File: src/rtl/core/mise_pkg.sv
`timescale 1ns / 1ps
package mise_pkg;

  localparam logic [5:0] OP_SPECIAL   = 6'h00;
  localparam logic [5:0] OP_J         = 6'h02;
  localparam logic [5:0] OP_JAL       = 6'h03;
  localparam logic [5:0] OP_BEQ       = 6'h04;
  localparam logic [5:0] OP_BNE       = 6'h05;
  localparam logic [5:0] OP_ADDI      = 6'h08;
  localparam logic [5:0] OP_ADD_IMM_U = 6'h09;

  localparam logic [5:0] FN_JR    = 6'h08;
  localparam logic [5:0] FN_MFHI  = 6'h10;
  localparam logic [5:0] FN_MTHI  = 6'h11;
  localparam logic [5:0] FN_MFLO  = 6'h12;
  localparam logic [5:0] FN_MTLO  = 6'h13;
  localparam logic [5:0] FN_MULT  = 6'h18;
  localparam logic [5:0] FN_DIV   = 6'h1A;
  localparam logic [5:0] FN_DIVU  = 6'h1B;
  localparam logic [5:0] FN_ADD   = 6'h20;
  localparam logic [5:0] FN_ADDU  = 6'h21;
  localparam logic [5:0] FN_SUB   = 6'h22;
  localparam logic [5:0] FN_SUBU  = 6'h23;

  typedef enum logic [3:0] {
    K_ADD, K_SUB, K_ADDI, K_MULT, K_DIV, K_DIVU, K_JR, K_MFHI, K_MTHI,
    K_MFLO, K_MTLO, K_BEQ, K_BNE, K_J, K_JAL, K_UNK
  } kind_e;

  typedef struct packed {
    kind_e       kind;
    logic [4:0]  rs;
    logic [4:0]  rt;
    logic [4:0]  rd;
    logic [25:0] imm;
  } dec_t;

  typedef struct packed {
    logic [29:0] fetch_index;
    logic        reg_written;
    logic [4:0]  reg_index;
    logic [31:0] reg_value;
    logic        divide_by_zero;
    logic        unknown_opcode;
  } res_t;

endpackage

File: src/rtl/core/mise_decode.sv
`timescale 1ns / 1ps
module mise_decode (
  input  logic              clk_i,
  input  logic              rst_ni,
  input  logic              in_valid_i,
  output logic              in_ready_o,
  input  logic [31:0]       instr_i,
  output logic              q_valid_o,
  input  logic              q_pop_i,
  output mise_pkg::dec_t    q_data_o
);
  import mise_pkg::*;

  // Two-entry queue between decode and execute.
  dec_t       mem_q [2];
  logic       wp_q, rp_q;
  logic [1:0] cnt_q;
  dec_t       dec;
  logic [5:0] op, fn;
  logic       push, pop;

  assign op = instr_i[31:26];
  assign fn = instr_i[5:0];

  always_comb begin
    dec.rs = instr_i[25:21];
    dec.rt = instr_i[20:16];
    dec.rd = instr_i[15:11];
    dec.imm = instr_i[25:0];
    dec.kind = K_UNK;
    case (op)
      OP_SPECIAL: begin
        case (fn)
          FN_ADD, FN_ADDU: dec.kind = K_ADD;
          FN_SUB, FN_SUBU: dec.kind = K_SUB;
          FN_MULT: dec.kind = K_MULT;
          FN_DIV: dec.kind = K_DIV;
          FN_DIVU: dec.kind = K_DIVU;
          FN_JR: dec.kind = K_JR;
          FN_MFHI: dec.kind = K_MFHI;
          FN_MTHI: dec.kind = K_MTHI;
          FN_MFLO: dec.kind = K_MFLO;
          FN_MTLO: dec.kind = K_MTLO;
          default: dec.kind = K_UNK;
        endcase
      end
      OP_ADDI, OP_ADD_IMM_U: dec.kind = K_ADDI;
      OP_BEQ: dec.kind = K_BEQ;
      OP_BNE: dec.kind = K_BNE;
      OP_J: dec.kind = K_J;
      OP_JAL: dec.kind = K_JAL;
      default: dec.kind = K_UNK;
    endcase
  end

  assign in_ready_o = (cnt_q != 2'd2);
  assign push = in_valid_i && in_ready_o;
  assign pop = q_pop_i && q_valid_o;
  assign q_valid_o = (cnt_q != 2'd0);
  assign q_data_o = mem_q[rp_q];

  always_ff @(posedge clk_i) begin
    if (push) mem_q[wp_q] <= dec;
  end

  always_ff @(posedge clk_i or negedge rst_ni) begin
    if (!rst_ni) begin
      wp_q <= 1'b0;
      rp_q <= 1'b0;
      cnt_q <= 2'd0;
    end else begin
      if (push) wp_q <= ~wp_q;
      if (pop) rp_q <= ~rp_q;
      cnt_q <= cnt_q + {1'b0, push} - {1'b0, pop};
    end
  end
endmodule

File: config.mk
export PLATFORM = sky130hd
export DESIGN_NAME = mise_decode
export DESIGN_NICKNAME = d
export VERILOG_FILES = /design/src/rtl/core/mise_pkg.sv /design/src/rtl/core/mise_decode.sv
export SDC_FILE = /design/constraint.sdc
export NUM_CORES = 1
export LEC_CHECK = 0
export ABC_AREA = 0
export BUFFER_PORTS_ARGS = -buffer_cell sky130_fd_sc_hd__buf_2
export CORE_MARGIN = 2
export CORE_UTILIZATION = 40
export CTS_CLUSTER_DIAMETER = 50
export DETAILED_ROUTE_END_ITERATION = 16
export GPL_TIMING_DRIVEN = 0
export PLACE_DENSITY_LB_ADDON = 0.1
export SETUP_SLACK_MARGIN = 0.5
export SYNTH_ARGS = -nofsm -noshare
export SYNTH_HDL_FRONTEND = slang
export SYNTH_SLANG_ARGS = --single-unit
export TNS_END_PERCENT = 5
File: constraint.sdc
create_clock -name clk_i -period 2.9 [get_ports clk_i]
set_input_delay 0.29 -clock clk_i [delete_from_list [all_inputs] [get_ports clk_i]]
set_output_delay 0.29 -clock clk_i [all_outputs]
set_load 0.02 [all_outputs]
After elaboration in Yosys (flattened, before gate mapping):

Memory sizes are Yosys's and may differ from the RTL's.
Cells that the tools add are included.

* reductions and logical operators: 7
* eq/ne operators: 19
* multiplexer cells: 4
* bitwise operators: 2
* $add $sub $neg: 2

Operators by type and width (number)
* $eq A6 B5 Y1 const B: 7
* $pmux W4 S10: 1
* $eq A6 B6 Y1 const B: 4
* $pmux W4 S6: 1
* $eq A6 B4 Y1 const B: 3
* $eq A6 B2 Y1 const B: 2
* $eq A6 B3 Y1 const B: 2
* $logic_not A6 Y1: 1
* $reduce_or A2 Y1: 3
* $add A2 B1 Y2: 1
* $logic_and A1 B1 Y1: 2
* $mux W1: 2
* $ne A2 B2 Y1 const B: 1
* $not A1 Y1: 2
* $reduce_bool A2 Y1: 1
* $sub A2 B1 Y2: 1

* word-level logic and storage cells: 38
* output and inout port bits: 47
* RAM bits: 90
* input port bits: 36
* memories kept: 1
* register bits: 4

Memory list
* mem_q: depth 2, width 45, rd ports 1, clocked after memory_dff 0, wr ports 1, line mise_decode.sv:15 `dec_t mem_q [2];`

Depth between registers and ports, before layout:

* depth after elaboration: 4
* mapped depth: 7
* depth with buffers taken out: 7

Worst setup path before layout:

No wires, ideal clock.

* kind: reg2reg
* start: register cnt_q[1]
* end: memory mem_q[0][0] (netlist name), enable pin
* stages on the path, launching flop included: 4
* library setup time: 0.417 ns
* path slack: 0.452 ns
* buffers on the path: 0
* data arrival time: 2.031 ns
* required time: 2.483 ns
* period minus slack after synthesis: 2.448 ns
* path through: dfrtp_1 > nand2b_1 > nand2_1 > nor2_1

* longest elaborated chain between the ends: 4

Ends and longest elaborated chain
* from (decl): line mise_decode.sv:17 `logic [1:0] cnt_q;`
* from (signal assigned): line mise_decode.sv:74 `cnt_q <= cnt_q + {1'b0, push} - {1'b0, pop};`
* $ne A2 B2 Y1: line mise_decode.sv:56 `assign in_ready_o = (cnt_q != 2'd2);`
* net in_ready_o: line mise_decode.sv:6 `output logic in_ready_o,`
* $logic_and A1 B1 Y1: line mise_decode.sv:57 `assign push = in_valid_i && in_ready_o;`
* $mux W1: line mise_decode.sv:63 `if (push) mem_q[wp_q] <= dec;`
* $mux W1 (not written as such): line mise_decode.sv:63
* to (decl): line mise_decode.sv:15

The timed path passes the listed nets, and every way through them passes these cells.

==> impl_results.md <==
* DRC errors left at 0
* CP startpoint kind: register
* Share of flip-flops with an asynchronous set or reset at 6.25%
* Clk slew on worst S/H paths at 0.07 ns
* Standard cell with the maximum stage delay on the critical path: sky130_fd_sc_hd__mux2_2
* Max stage delay on crit path at 0.39 ns
* Shortest clock period the worst path allows after layout at 1.93 ns
* Antenna-violating nets left at 0
* Final design utilization at 52.7%
* Worst-margin pin slew at 0.930 ns
* Boundary pin count at 83
* Commonest cells after routing, fill and taps aside: sky130_fd_sc_hd__buf_2 (84), sky130_fd_sc_hd__edfxtp_1 (60), sky130_fd_sc_hd__mux2_2 (30), sky130_fd_sc_hd__buf_4 (15), sky130_fd_sc_hd__clkbuf_8 (11)
* Wire length per cell after detailed routing at 13.8 microns
* Count of nets after finishing at 292
* Setup CP Type: register to output pin
* Number of cells in the finished layout apart from fillers at 336
* Area of the die at 7440 sq um
* Data required, critical path at 2.61 ns
* Tot Pwr at 3.39 mW
* Area of the core region at 6460 sq um
* Max-slew violations at 0
* Floorplan row count at 29
* GRT overflow at 0
* Final HPWL from detailed placement at 3.18 mm
* Last weighted congestion value of the routability-driven placer at 0.687
* Global-route wire length before repair at 7.13 mm
* Pin count of the biggest net entering global routing at 31
* Path category of the worst min-delay check: primary input to register
* Mean post-synth cell area at 16.8 sq um
* Leakage power at 1.32 nW
* Max-capacitance violation count at 0
* Max Freq at 518 MHz
* Clock Skews at 0.00689 ns
* Layout cells sized above 1 at 57.1%
* Number of hold buffers added after CTS at 1
* First drt pass iteration count at 4
* RSZ-0062 raised after global routing: false
* Count of cells along the worst register-to-register path at 3
* Arrival time worst endpoint at 1.64 ns
* Root buffer selected by CTS: sky130_fd_sc_hd__clkbuf_8
* Clock tree buffer depth at 2
* Final Hold Slack at 0.150 ns
* Pwr dens at 995 nW/um^2
* Setup slack on the worst flop-to-flop path at 1.09 ns
* Most numerous cell on the critical path: sky130_fd_sc_hd__buf_2
* Setup ws final at 0.970 ns
* Run status: finished, final reports clean
* Cell area after synthesis at 2710 sq um
* Clk sink count at 64
* Cell depth of the worst min-delay path at 1
* Syn. warnings at 0
* Die height at 86.2 microns
* Largest fanout on the critical path at 10
* Worst slew margin relative to its limit at 37.9%
* Routed vias at 1635
* Net count of the mapped netlist at 199
* Max VDD drop at 0.422 mV
* Later-pin clock latency in the skew report at 0.32 ns
* Total wire length after detailed routing at 4.65 mm
* Vias in the first global route at 1524
* Worst Hold End: mem_q[0][37]
* Fraction of the cycle the final worst path needs at 66.6%
* Hold Fails Final Rpt at 0
* Most common library cell in the layout ignoring fill and taps: sky130_fd_sc_hd__buf_2
* Worst Setup End Kind: output pin
* Number of distinct library cells after synthesis at 36
* Antenna violations before repair at 0
* Prevailing post-synth register cell: sky130_fd_sc_hd__edfxtp_1
* Register bit total from synthesis at 64
* Total Neg Setup Slack at 0 ns
* Crit Reg-Reg Endpoint: mem_q[0][41]
* CTS tree: built
* Post-placement setup slack at 1.04 ns
* Routed via count divided by cell count at 4.87
* Num CTS Buffers at 9
* R2r startpoint: cnt_q[1]
* Post-detailed-placement cell area at 3220 sq um
* Series of cell instances along the critical path: buf_2 > mux2_2 > buf_4 > buf_2
* Syn Inst Count at 161
* Number of port buffers at 81
* Design area at 3400 sq um
* GRT Resource Usage Total at 12.9%
* Total placed cells including tap cells at 319
* Worst hold start: instr_i[22]
* Width of the chip at 86.2 microns
* Starting DRT DRC Count at 63
* H-Tree Depth at 3
* ANT cells at 0
* Post-synth EDFFs at 60
* Starting utilization of the core area at 41.9%
* Post CTS Setup Buffer Count at 0
* Proportion of synthesized chip area in sequential cells at 70.3%
* Setup violations, final at 0
* Cts repair resizes at 0
* Area added between synthesis and finish at 25.8%
[critical path: cells and delay by family (launching register included)]
family / cells / cell delay [ns]
buffers and inverters: 3 / 0.55
multiplexers: 1 / 0.39
flip-flops: 1 / 0.38
[report_power, final]
| group | switching, mW | leakage, nW | total, mW | internal, mW |
|---|---|---|---|---|
| registers | 0.0580 | 0.592 | 1.32 | 1.26 |
| clock network | 0.306 | 0.0894 | 0.661 | 0.355 |
| logic | 0.818 | 0.638 | 1.40 | 0.585 |
[kinds of logic after synthesis]
logic type | count (synthesis) | synth area share [%]
AOI/OAI and AO/OA | 9 | 2.31
xor gates and xnor gates | 7 | 2.27
adders and majority gates | 3 | 1.29
buffers and inverters | 20 | 5.00
DFF | 64 | 70.3
muxes | 30 | 12.5
and+or+nand+nor | 28 | 6.34
[metal layers]
layer / track usage (%) / part of all wire, % / vias up
met4: 7.24 / 1.8 / 0
met2: 20.6 / 48 / 51
met5: 0 / 0 / -
met3: 3.71 / 5.3 / 9
met1: 15.8 / 45 / 784
li1: - / - / 791
[Yosys cell counts, drive strengths merged, types with 3 or more instances]
cell | instances | area share (%)
xor2 | 3 | 0.97
buf | 18 | 4.7
nor3 | 3 | 0.55
edfxtp | 60 | 67
nor3b | 3 | 0.83
xnor2 | 4 | 1.3
nand2 | 3 | 0.42
mux2 | 30 | 12
dfrtp | 4 | 3.7
nor2 | 3 | 0.51
o21ai | 3 | 0.55
[layout make-up]
class,count,area (sq um)
inverters,1,3.75
well taps,77,96.3
flip-flops and latches,64,1900
clock buffers,13,159
repair buffers,82,415
fillers,562,3060
multi-input cells,77,677
clock inverters,3,17.5
plain buffers,19,131
[state kept, by name, summed over array words and instances (netlist names)]
| signal | cells |
|---|---|
| mem_q | 60 |
| cnt_q | 2 |
| rp_q | 1 |
| wp_q | 1 |
[how the worst max path moves through the flow]
stage,start,endpoint,slack [ns],cells after the start
final,rp_q,q_data_o[35],0.97,4
after global routing,rp_q,q_data_o[38],0.84,4
after CTS,rp_q,q_data_o[35],0.91,4
after detailed placement,cnt_q[1],mem_q[0][37],1.04,3
after global placement,cnt_q[1],mem_q[0][38],0.56,3
after floorplan,cnt_q[1],mem_q[0][0],0.94,3
No activity file was read; power rests on OpenSTA's default activity.
